--- src/rtl/tfsi_pkg.sv ---
// Shared constants and types for the three-axis interpolator.
// No dependencies; used by every other file in rtl but the macro header.
package tfsi_pkg;

   localparam int AXIS_COUNT_DEF  = 3;
   localparam int COUNT_WIDTH_DEF = 32;
   localparam int FIELD_W         = 32;
   localparam int STEP_W          = 31;

   localparam logic OP_LOAD = 1'b0;
   localparam logic OP_TICK = 1'b1;

   typedef struct packed {
      logic done;
      logic rem_nz;
   } mdv_status_type;

endpackage

--- src/rtl/tfsi_muldiv.sv ---
// Bit-serial unit: floor(a * b / d) with a remainder-nonzero flag.
// Shift-add multiply then restoring divide, one bit per cycle. Uses tfsi_pkg.
module tfsi_muldiv #(
   parameter int CW = tfsi_pkg::COUNT_WIDTH_DEF
) (
   input  logic                          clock,
   input  logic                          reset,
   input  logic                          go,
   input  logic [CW-1:0]                 a,
   input  logic [CW-1:0]                 b,
   input  logic [tfsi_pkg::FIELD_W-1:0]  d,
   output logic [CW-1:0]                 quo,
   output tfsi_pkg::mdv_status_type      status
);
   import tfsi_pkg::*;

   localparam int CNTW = $clog2(CW);
   localparam int CMPW = (CW + 1 > FIELD_W) ? CW + 1 : FIELD_W;

   typedef enum logic [2:0] {
      PH_IDLE = 3'b001,
      PH_MUL  = 3'b010,
      PH_DIV  = 3'b100
   } phase_type;

   phase_type          phase_ff, phase_in;
   logic [CNTW-1:0]    cnt_ff, cnt_in;
   logic [2*CW-1:0]    prod_ff, prod_in;
   logic [CW-1:0]      a_ff, a_in;
   logic [FIELD_W-1:0] d_ff, d_in;
   logic               done_ff, done_in;

   logic [CW:0]        sum;
   logic [CW:0]        trial;
   logic [CMPW-1:0]    trial_ext;
   logic [CMPW-1:0]    d_ext;
   logic               ge;
   logic [CW-1:0]      rem_next;

   always_comb begin
      sum       = {1'b0, prod_ff[2*CW-1:CW]} + (prod_ff[0] ? {1'b0, a_ff} : {(CW+1){1'b0}});
      trial     = {prod_ff[2*CW-1:CW], prod_ff[CW-1]};
      trial_ext = CMPW'(trial);
      d_ext     = CMPW'(d_ff);
      ge        = (trial_ext >= d_ext);
      rem_next  = ge ? CW'(trial_ext - d_ext) : trial[CW-1:0];
   end

   always_comb begin
      phase_in = phase_ff;
      cnt_in   = cnt_ff;
      prod_in  = prod_ff;
      a_in     = a_ff;
      d_in     = d_ff;
      done_in  = 1'b0;
      case (phase_ff)
         PH_IDLE: begin
            if (go) begin
               a_in     = a;
               d_in     = d;
               prod_in  = {{CW{1'b0}}, b};
               cnt_in   = '0;
               phase_in = PH_MUL;
            end
         end
         PH_MUL: begin
            prod_in = {sum, prod_ff[CW-1:1]};
            cnt_in  = CNTW'(cnt_ff + 1'b1);
            if (cnt_ff == CNTW'(CW - 1)) begin
               cnt_in   = '0;
               phase_in = PH_DIV;
            end
         end
         PH_DIV: begin
            // high half holds the partial remainder, low half collects quotient bits
            prod_in = {rem_next, prod_ff[CW-2:0], ge};
            cnt_in  = CNTW'(cnt_ff + 1'b1);
            if (cnt_ff == CNTW'(CW - 1)) begin
               cnt_in   = '0;
               phase_in = PH_IDLE;
               done_in  = 1'b1;
            end
         end
         default: begin
            phase_in = PH_IDLE;
         end
      endcase
   end

   always_ff @(posedge clock) begin
      if (reset) begin
         phase_ff <= PH_IDLE;
         cnt_ff   <= '0;
         done_ff  <= 1'b0;
      end else begin
         phase_ff <= phase_in;
         cnt_ff   <= cnt_in;
         done_ff  <= done_in;
      end
   end

   always_ff @(posedge clock) begin
      prod_ff <= prod_in;
      a_ff    <= a_in;
      d_ff    <= d_in;
   end

   assign quo           = prod_ff[CW-1:0];
   assign status.done   = done_ff;
   assign status.rem_nz = |prod_ff[2*CW-1:CW];

endmodule

--- src/rtl/three_axis_fixed_step_interpolator.sv ---
// Load: per-axis difference and magnitude, then a ceiling length divide (skipped when
// step_per_cycle is 0, which leaves no move), then ready again. Tick: each axis in turn
// through the serial multiply/divide unit shared by the axes; the final point of a move skips it.
// One item at a time; the result register lets the next item in while a point waits.
// Synchronous active-high reset: idle, no move, step_per_cycle = 1, output empty.
module three_axis_fixed_step_interpolator #(
   parameter int AXIS_COUNT  = tfsi_pkg::AXIS_COUNT_DEF,
   parameter int COUNT_WIDTH = tfsi_pkg::COUNT_WIDTH_DEF
) (
   input  logic                                         clock,
   input  logic                                         reset,
   input  logic                                         csr_wr_en,
   input  logic [tfsi_pkg::STEP_W-1:0]                  csr_wr_data,  // step_per_cycle
   input  logic                                         req_tvalid,
   output logic                                         req_tready,
   // start_x, start_y, start_z, target_x, target_y, target_z
   input  logic [2*AXIS_COUNT*tfsi_pkg::FIELD_W-1:0]    req_tdata,
   input  logic                                         req_tuser,    // opcode
   output logic                                         rsp_tvalid,
   input  logic                                         rsp_tready,
   // point_x, point_y, point_z
   output logic [AXIS_COUNT*tfsi_pkg::FIELD_W-1:0]      rsp_tdata,
   output logic                                         rsp_tlast     // last
);
   import tfsi_pkg::*;

   localparam int CW  = COUNT_WIDTH;
   localparam int AXW = (AXIS_COUNT > 1) ? $clog2(AXIS_COUNT) : 1;

   typedef enum logic [8:0] {
      ST_IDLE  = 9'b000000001,
      ST_DIFF  = 9'b000000010,
      ST_MAG   = 9'b000000100,
      ST_LGO   = 9'b000001000,
      ST_LEN   = 9'b000010000,
      ST_TICK  = 9'b000100000,
      ST_ISSUE = 9'b001000000,
      ST_PROD  = 9'b010000000,
      ST_EMIT  = 9'b100000000
   } state_type;

   state_type                     state_ff, state_in;
   logic [STEP_W-1:0]             step_ff, step_in;
   logic signed [CW-1:0]          start_ff [AXIS_COUNT];
   logic signed [CW-1:0]          start_in [AXIS_COUNT];
   logic signed [CW-1:0]          tgt_ff [AXIS_COUNT];
   logic signed [CW-1:0]          tgt_in [AXIS_COUNT];
   logic [CW-1:0]                 mag_ff [AXIS_COUNT];
   logic [CW-1:0]                 mag_in [AXIS_COUNT];
   logic [AXIS_COUNT-1:0]         neg_ff, neg_in;
   logic signed [CW-1:0]          pt_ff [AXIS_COUNT];
   logic signed [CW-1:0]          pt_in [AXIS_COUNT];
   logic signed [CW:0]            diff_ff, diff_in;
   logic [CW-1:0]                 max_ff, max_in;
   logic [CW-1:0]                 len_ff, len_in;
   logic [CW-1:0]                 tick_ff, tick_in;
   logic                          moving_ff, moving_in;
   logic                          last_ff, last_in;
   logic [AXW-1:0]                axis_ff, axis_in;
   logic                          rsp_valid_ff, rsp_valid_in;
   logic [AXIS_COUNT*FIELD_W-1:0] rsp_data_ff, rsp_data_in;
   logic                          rsp_last_ff, rsp_last_in;

   logic                          go;
   logic [CW-1:0]                 a_sel;
   logic [CW-1:0]                 b_sel;
   logic [FIELD_W-1:0]            d_sel;
   logic [CW-1:0]                 quo;
   mdv_status_type                mdv_status;
   logic [CW-1:0]                 mag_val;

   assign mag_val = diff_ff[CW] ? CW'(-diff_ff) : CW'(diff_ff);

   always_comb begin
      state_in     = state_ff;
      step_in      = csr_wr_en ? csr_wr_data : step_ff;
      start_in     = start_ff;
      tgt_in       = tgt_ff;
      mag_in       = mag_ff;
      neg_in       = neg_ff;
      pt_in        = pt_ff;
      diff_in      = diff_ff;
      max_in       = max_ff;
      len_in       = len_ff;
      tick_in      = tick_ff;
      moving_in    = moving_ff;
      last_in      = last_ff;
      axis_in      = axis_ff;
      rsp_valid_in = rsp_valid_ff;
      rsp_data_in  = rsp_data_ff;
      rsp_last_in  = rsp_last_ff;
      go           = 1'b0;
      a_sel        = mag_ff[axis_ff];
      b_sel        = tick_ff;
      d_sel        = FIELD_W'(len_ff);

      if (rsp_valid_ff && rsp_tready) begin
         rsp_valid_in = 1'b0;
      end

      case (state_ff)
         ST_IDLE: begin
            if (req_tvalid) begin
               if (req_tuser == OP_LOAD) begin
                  for (int i = 0; i < AXIS_COUNT; i++) begin
                     start_in[i] = req_tdata[i*FIELD_W +: CW];
                     tgt_in[i]   = req_tdata[(AXIS_COUNT+i)*FIELD_W +: CW];
                  end
                  tick_in   = '0;
                  max_in    = '0;
                  axis_in   = '0;
                  moving_in = 1'b0;
                  state_in  = ST_DIFF;
               end else if (moving_ff) begin
                  tick_in  = CW'(tick_ff + 1'b1);
                  state_in = ST_TICK;
               end
            end
         end
         ST_DIFF: begin
            diff_in  = (CW+1)'(tgt_ff[axis_ff]) - (CW+1)'(start_ff[axis_ff]);
            state_in = ST_MAG;
         end
         ST_MAG: begin
            mag_in[axis_ff] = mag_val;
            neg_in[axis_ff] = diff_ff[CW];
            if (mag_val > max_ff) begin
               max_in = mag_val;
            end
            if (axis_ff == AXW'(AXIS_COUNT - 1)) begin
               axis_in = '0;
               if (step_ff == '0) begin
                  len_in   = '0;
                  state_in = ST_IDLE;
               end else begin
                  state_in = ST_LGO;
               end
            end else begin
               axis_in  = AXW'(axis_ff + 1'b1);
               state_in = ST_DIFF;
            end
         end
         ST_LGO: begin
            go       = 1'b1;
            a_sel    = max_ff;
            b_sel    = CW'(1);
            d_sel    = FIELD_W'(step_ff);
            state_in = ST_LEN;
         end
         ST_LEN: begin
            if (mdv_status.done) begin
               // ceiling, at least one
               if (quo == '0 && !mdv_status.rem_nz) begin
                  len_in = CW'(1);
               end else begin
                  len_in = CW'(quo + CW'(mdv_status.rem_nz));
               end
               moving_in = 1'b1;
               state_in  = ST_IDLE;
            end
         end
         ST_TICK: begin
            if (tick_ff >= len_ff) begin
               last_in   = 1'b1;
               moving_in = 1'b0;
               state_in  = ST_EMIT;
            end else begin
               last_in  = 1'b0;
               axis_in  = '0;
               state_in = ST_ISSUE;
            end
         end
         ST_ISSUE: begin
            go       = 1'b1;
            state_in = ST_PROD;
         end
         ST_PROD: begin
            if (mdv_status.done) begin
               if (neg_ff[axis_ff]) begin
                  pt_in[axis_ff] = $unsigned(start_ff[axis_ff]) - quo;
               end else begin
                  pt_in[axis_ff] = $unsigned(start_ff[axis_ff]) + quo;
               end
               if (axis_ff == AXW'(AXIS_COUNT - 1)) begin
                  state_in = ST_EMIT;
               end else begin
                  axis_in  = AXW'(axis_ff + 1'b1);
                  state_in = ST_ISSUE;
               end
            end
         end
         ST_EMIT: begin
            if (!rsp_valid_ff || rsp_tready) begin
               for (int i = 0; i < AXIS_COUNT; i++) begin
                  rsp_data_in[i*FIELD_W +: FIELD_W] =
                     last_ff ? FIELD_W'(tgt_ff[i]) : FIELD_W'(pt_ff[i]);
               end
               rsp_last_in  = last_ff;
               rsp_valid_in = 1'b1;
               state_in     = ST_IDLE;
            end
         end
         default: begin
            state_in = ST_IDLE;
         end
      endcase
   end

   always_ff @(posedge clock) begin
      if (reset) begin
         state_ff     <= ST_IDLE;
         step_ff      <= STEP_W'(1);
         moving_ff    <= 1'b0;
         len_ff       <= '0;
         tick_ff      <= '0;
         axis_ff      <= '0;
         rsp_valid_ff <= 1'b0;
      end else begin
         state_ff     <= state_in;
         step_ff      <= step_in;
         moving_ff    <= moving_in;
         len_ff       <= len_in;
         tick_ff      <= tick_in;
         axis_ff      <= axis_in;
         rsp_valid_ff <= rsp_valid_in;
      end
   end

   always_ff @(posedge clock) begin
      start_ff    <= start_in;
      tgt_ff      <= tgt_in;
      mag_ff      <= mag_in;
      neg_ff      <= neg_in;
      pt_ff       <= pt_in;
      diff_ff     <= diff_in;
      max_ff      <= max_in;
      last_ff     <= last_in;
      rsp_data_ff <= rsp_data_in;
      rsp_last_ff <= rsp_last_in;
   end

   tfsi_muldiv #(
      .CW(CW)
   ) u_muldiv (
      .clock  (clock),
      .reset  (reset),
      .go     (go),
      .a      (a_sel),
      .b      (b_sel),
      .d      (d_sel),
      .quo    (quo),
      .status (mdv_status)
   );

   assign req_tready = (state_ff == ST_IDLE);
   assign rsp_tvalid = rsp_valid_ff;
   assign rsp_tdata  = rsp_data_ff;
   assign rsp_tlast  = rsp_last_ff;

endmodule

--- config.mk ---
export PLATFORM = sky130hd
export DESIGN_NAME = three_axis_fixed_step_interpolator
export DESIGN_NICKNAME = d
export VERILOG_FILES = /design/src/rtl/tfsi_pkg.sv /design/src/rtl/tfsi_muldiv.sv /design/src/rtl/three_axis_fixed_step_interpolator.sv
export SDC_FILE = /design/constraint.sdc
export NUM_CORES = 2
export LEC_CHECK = 0
export ABC_AREA = 1
export BUFFER_PORTS_ARGS = -buffer_cell sky130_fd_sc_hd__buf_2
export CAP_MARGIN = 25
export CORE_AREA = 2 2 311 313
export DETAILED_ROUTE_END_ITERATION = 8
export DIE_AREA = 0 0 313 315
export PLACE_DENSITY = 0.69
export REMOVE_ABC_BUFFERS = 1
export SYNTH_ARGS = -nofsm -noshare
export SYNTH_HDL_FRONTEND = slang
export SYNTH_HIERARCHICAL = 1
export SYNTH_SLANG_ARGS = --single-unit
--- constraint.sdc ---
create_clock -name clock -period 19.2 [get_ports clock]
set_clock_uncertainty 0.15 [all_clocks]
set_input_delay 2.88 -clock clock [delete_from_list [all_inputs] [get_ports clock]]
set_output_delay 2.88 -clock clock [all_outputs]
set_load 0.01 [all_outputs]
After elaboration in Yosys (flattened, before gate mapping)
Cells that the tools add are included.

Flip-flop bits (word level): 795. Bits in latches: 0. RAM bits: 0. ROM bits: 0. Bits of input ports: 229. Output and inout bits: 99. Logic and storage cells: 192. Memories kept: 0.

$add $sub $neg: 10. $mul: 0. Divide/modulo/power cells: 0. Magnitude comparators: 7. Equality and inequality tests: 30. Shift-type cells: 0. Muxes and demuxes: 78. Bitwise gates (word level): 3. Reductions and logical operators: 32.

Operator list (count): 32-bit two-way mux (24); 96-bit bitwise mux (3); 32-bit binary-select mux with 2-bit select (3); 64-bit one-hot mux with 3 select lines (1); 32-bit one-hot mux with 2 select lines (2); 96-bit two-way mux (1); 9-bit two-way mux (9); 9-bit one-hot mux with 9 select lines (1); 32-bit demux with 2-bit select (1); 64-bit two-way mux (1); 32-bit subtractor (2); 32-bit by 32-bit adder with 33-bit output (1); 33-bit by 32-bit >= comparator with 1-bit output (1); 32-bit by 32-bit subtractor with 33-bit output (1); 32-bit by 1-bit adder with 32-bit output (1); 32-bit by 1-bit adder with 32-bit output, second input constant (1); 32-bit adder (1); 32-bit >= comparator (1); 32-bit greater-than comparator (1); 32-bit logical NOT (1); 32-bit negator (1); 32-bit OR reduction (1); 31-bit logical NOT (1); 31-bit two-way mux (1); other kinds (49) (99).

Logic depth before layout (Yosys ltp)
Depth after elaboration: 7. Mapped depth: 22. Gate-level depth less buffers: 22.

Modules after synthesis
The synthesis kept the hierarchy.

Modules (own cells, without submodules): three_axis_fixed_step_interpolator (instances 1, cells an instance 4090, area an instance 36396.2 µm², seq. area each 18677.9 µm²); tfsi_muldiv (instances 1, cells an instance 1550, area an instance 10892.9 µm², seq. area each 4023.9 µm²).

Worst setup path after synthesis
OpenSTA, ideal clock, no wires.

Path kind: input -> register. From: input port req_tuser. To: register tick_ff[8]. Setup time: 0.115 ns. Arrival: 11.349 ns. Required time: 18.935 ns. Path slack: 7.585 ns. Stages: 7. Path buffers: 2. Cell sequence: clkbuf_1 > nor3_2 > inv_1 > nand2_1 > inv_1 > buf_2 > and3_1.

Cells in the longest elaborated chain, start to end: 2. Elaborated cells on any way between the ends: 3. Classes of those cells: eq/ne (1); mux (1); reduce/logical (1).

RTL lines: from (decl) (line three_axis_fixed_step_interpolator.sv:18) `input logic req_tuser,`; 2-bit by 1-bit inequality test with 1-bit output (no source line); 3-bit AND reduction (no source line); to (signal assigned) (line three_axis_fixed_step_interpolator.sv:223) `tick_ff <= tick_in;`; to (decl) (line three_axis_fixed_step_interpolator.sv:56) `logic [CW-1:0] tick_ff, tick_in;`.

Several ways; a longest one is shown, not always the timed one. A chain may end at the register's enable or synchronous reset.

Worst setup path after layout
From: register axis_ff[1]. To: register diff_ff[31] (data pin).

Cells in the longest elaborated chain, start to end: 5. Elaborated cells on any way between the ends: 8. Classes of those cells: add/sub (1); mux (6); bitwise (1).

RTL lines: from (decl) (line three_axis_fixed_step_interpolator.sv:59) `logic [AXW-1:0] axis_ff, axis_in;`; from (signal assigned) (line three_axis_fixed_step_interpolator.sv:224) `axis_ff <= axis_in;`; 2-bit inverter with 3-bit output (implied by the code) (*) (line three_axis_fixed_step_interpolator.sv:121) `diff_in = (CW+1)'(tgt_ff[axis_ff]) - (CW+1)'(start_ff[axis_ff]);`; 32-bit binary-select mux with 2-bit select (line three_axis_fixed_step_interpolator.sv:121); 32-bit two-way mux (implied by the code) (2 in a row) (line three_axis_fixed_step_interpolator.sv:121); 32-bit by 32-bit subtractor with 33-bit output (*) (line three_axis_fixed_step_interpolator.sv:121); to (signal assigned) (line three_axis_fixed_step_interpolator.sv:235) `diff_ff <= diff_in;`; to (decl) (line three_axis_fixed_step_interpolator.sv:53) `logic signed [CW:0] diff_ff, diff_in;`.

Mark *: on every way between the ends. The rest lies on a longest branch, timed or not. The select of a mux whose other input is x is not followed.

==> summary.md <==
| Metric | Value |
|---|---|
| Die Wd | `~310 um` |
| M3 GR Usage | `~4.3%` |
| Die height | `approximately 320 um` |
| Simple-Gate Fraction of Synth Area | `23.3%` |
| Largest stage delay, worst path | `0.93 ns` |
| Adder-cell share of the synthesized area | `approximately 6.4%` |
| Root buf cell | `clkbuf_16` |
| CTS hold repair buffers | `0` |
| CP max FO | `45` |
| Mapped Area | `47300 um2` |
| Total GRT Usage | `31.3%` |
| CTS tree | `yes` |
| Clock share of power | `26.6%` |
| Tcrit/Tclk final | `28.8%` |
| Register area | `22700 um2` |
| Final setup vio count | `0` |
| # port buffers | `about 330` |
| Worst slew margin | `2.36%` |
| 1st-pass router iterations | `6` |
| Util after Layout | `54.9%` |
| DR WL/cell | `approximately 22 um` |
| Clock buffer depth | `3` |
| Placed Instances | `just over 7000` |
| Leak pwr | `22.2 nW` |
| Post-Syn Instances | `5640` |
| DRT iter0 DRCs | `between 3000 and 4000` |
| Final non-filler cell total | `7229` |
| Largest family of logic cells by synthesized area | `simple AND/OR/NAND/NOR gates` |
| Met1 GRT Util | `39.7%` |
| Fmax | `181 MHz` |
| Grt ovf | `0` |
| Cts bufs inserted | `86` |
| Top cells by area, synth | `edfxtp_1, nand2_1, ha_1` |
| Critical path's slowest cell | `o21ai_0` |
| Pint | `between 3 and 4 mW` |
| Status | `complete, no violations` |
| Clk slew on worst S/H paths | `0.07 ns` |
| Peak VDD IR | `approximately 0.083 mV` |
| Gr busiest metal | `met2` |
| Setup ws final | `13.67 ns` |
| CP Launch Type | `flip-flop` |
| Initial antenna violation count | `13` |
| Worst-path cell chain | `inv_2, buf_4, nor2_4, buf_4, inv_1, o21ai_0, ha_1, a21oi_1, inv_1, a31oi_1, o21a_1, inv_1, a21oi_1, o21ai_0, xor2_1` |
| Sink Count | `795` |
| Clk Latency, worst-skew pair | `0.68 ns` |
| Critical path endpoint category | `flip-flop` |
| Synth cell types | `between 50 and 60` |
| Share of cells above drive strength 1 | `11.3%` |
| Ys Warns | `6` |
| Slew Limit Fails | `0` |
| Reg power frac | `36.5%` |
| RSZ-0062 raised after global routing | `no` |
| Synth top area share | `between 40% and 50%` |
| Most frequent CP cell | `inv_1` |
| Layout area overhead | `11.2%` |
| DRC viols | `0` |
| Largest delay share family, worst path | `compound AO/OA/AOI/OAI gates` |
| Mapped Avg Cell Area | `8.38 um2` |
| Setup CP Type | `reg -> reg` |
| Cell Rows | `~110` |
| HPWL Detailed | `120000 um` |
| Final RePlAce weighted congestion | `1.04` |
| Pwr per Cell Area | `113 nW/um2` |
| Final min period | `5.53 ns` |
| Post-synthesis compound-gate area fraction | `around 11%` |
| Yosys top cell by area | `edfxtp_1` |
| XOR/XNOR share of the synthesized area | `approximately 1.9%` |
| Initial Utilization | `between 40% and 50%` |
| # Post-CTS Setup Buffers | `0` |
| Number of max-cap violations | `0` |
| Final hold vios | `0` |
| Global-route wire length before repair | `234000 um` |
| CTS HTree Levels | `3` |
| Vias in the first global route | `39497` |
| Combinational fraction of design power | `36.9%` |
| Via/cell ratio | `5.67` |
| Post-route ant nets | `0` |
| WP data required | `19.46 ns` |
| Post-cts resize count | `0` |
| Switching share of power | `39.1%` |
| Worst hold path type | `reg -> reg` |
| GRT met2 Usage | `52.3%` |
| Multiplexer area fraction after synthesis | `0.900%` |
| Final nets | `6347` |
| Sequential share of the synthesized area | `48.0%` |
| Core area | `between 90000 and 100000 um2` |
| DR vias | `between 40000 and 50000` |
| Largest net degree at the start of global routing | `194` |
| Crit path DAT | `5.78 ns` |
| DP Worst Slack | `roughly 14 ns` |
| I/O Pins | `328` |
| Psw | `2.33 mW` |
| Synth Register Bits | `795` |
| Die ar. | `98600 um2` |
| Worst path bufs/invs | `6` |
| Multi-input gate area | `20700 um2` |
| Slew @ Worst Pin | `1.46 ns` |
| Post-Route WL | `156000 um` |
| Setup TNS | `0 ns` |
| FILL cells | `between 8000 and 9000` |
==> logic make-up after synthesis <==
group,Yosys count
fa+ha+maj,239
flops,795
mux,38
compound gates,945
xor+xnor,100
buf+inv,991
simple gates,2532
==> cells in the final DEF, fill, tap and decap left out, types with 37 or more instances in the layout <==
cell type,instances
nand3_1,307
ha_1,234
nand4_1,170
inv_1,753
xor2_1,76
or2_2,71
a31oi_1,37
nor3_1,76
a21oi_1,416
clkbuf_16,88
buf_2,328
nor2_1,603
edfxtp_1,678
nand2_1,1192
o21ai_0,305
dfxtp_1,115
==> tightest hold or removal path, delay by kind of cell, from the launching register on <==
| family | cells | cell delay [ns] |
|---|---|---|
| DFF | 1 | 0.31 |
| and+or+nand+nor | 1 | 0.06 |
| AOI/OAI and AO/OA | 1 | 0.05 |
==> state kept, by name, summed over array words and instances (netlist names), 2 cells and up <==
name / flops
u_muldiv/cnt_ff: 5
max_ff: 32
neg_ff: 3
u_muldiv/phase_ff: 3
state_ff: 9
step_ff: 31
len_ff: 32
u_muldiv/prod_ff: 64
diff_ff: 33
mag_ff: 96
tick_ff: 32
u_muldiv/d_ff: 32
pt_ff: 96
rsp_tdata: 96
axis_ff: 2
start_ff: 96
tgt_ff: 96
u_muldiv/a_ff: 32
==> power groups by stage <==
stage	registers [mW]	logic (mW)	clock network (mW)
finish	2.17	2.20	1.58
global route	2.18	2.39	1.68
CTS	2.17	2.16	1.61
detailed placement	2.20	2.14	0
global placement	2.20	2.12	0
floorplan	2.21	1.38	0
==> synth_stat cells, drive strengths merged <==
cell and instances:
nor3b 3, xor2 76, nand4 170, o2111ai 2, nand2 1201, clkinv 2
o21bai 18, and2 6, nand3b 14, nor2b 1, nor4 33, edfxtp 678
o21a 18, nor2 623, a31oi 37, buf 113, fa 5, o31ai 9
o22ai 1, o21ai 330, mux2i 2, a21o 23, a22oi 1, inv 773
xnor2 24, o221ai 31, or2 73, and3 4, a21boi 5, nand3 314
mux2 36, nor3 90, o211ai 9, dfxtp 117, ha 234, clkbuf 103
a21oi 418, a32oi 32, a22o 1, a211oi 10
==> final cells by class <==
| type | instances | share of cell area (%) |
|---|---|---|
| Antenna cell | 7 | 0.0333 |
| Clock buffer | 111 | 4.41 |
| Clock inverter | 44 | 0.633 |
| Inverter | 775 | 5.54 |
| Multi-Input combinational cell | 3854 | 39.4 |
| Sequential cell | 795 | 43.2 |
| Tap cell | 1276 | 3.04 |
| Timing Repair Buffer | 367 | 3.79 |
==> metrics by stage <==
stage	area [um2]	hold slack, ns	power [mW]
floorplan	46300	0.289	3.59
finish	52600	0.315	5.95
global placement	49900	0.303	4.32
global route	52600	0.335	6.25
detailed placement	49900	0.306	4.35
CTS	52600	0.316	5.94
==> path summary, 6_finish.rpt <==
| path | startpoint | end | slack, ns | depth (start not counted) |
|---|---|---|---|---|
| worst max-delay path | axis_ff[1] | diff_ff[31] | 13.67 | 15 |
| worst min-delay path | len_ff[30] | len_ff[30] | 0.31 | 2 |
| worst max register to register | axis_ff[1] | diff_ff[31] | 13.67 | 15 |
| worst min register to register | len_ff[30] | len_ff[30] | 0.31 | 2 |
==> layer usage <==
layer | share of wire (%) | wire [um]
met1 | 40 | 62400
met2 | 47 | 73900
met3 | 7.3 | 11300
met4 | 5.5 | 8630
met5 | 0.023 | 36
Note: power is estimated with default switching activity, not from simulation.
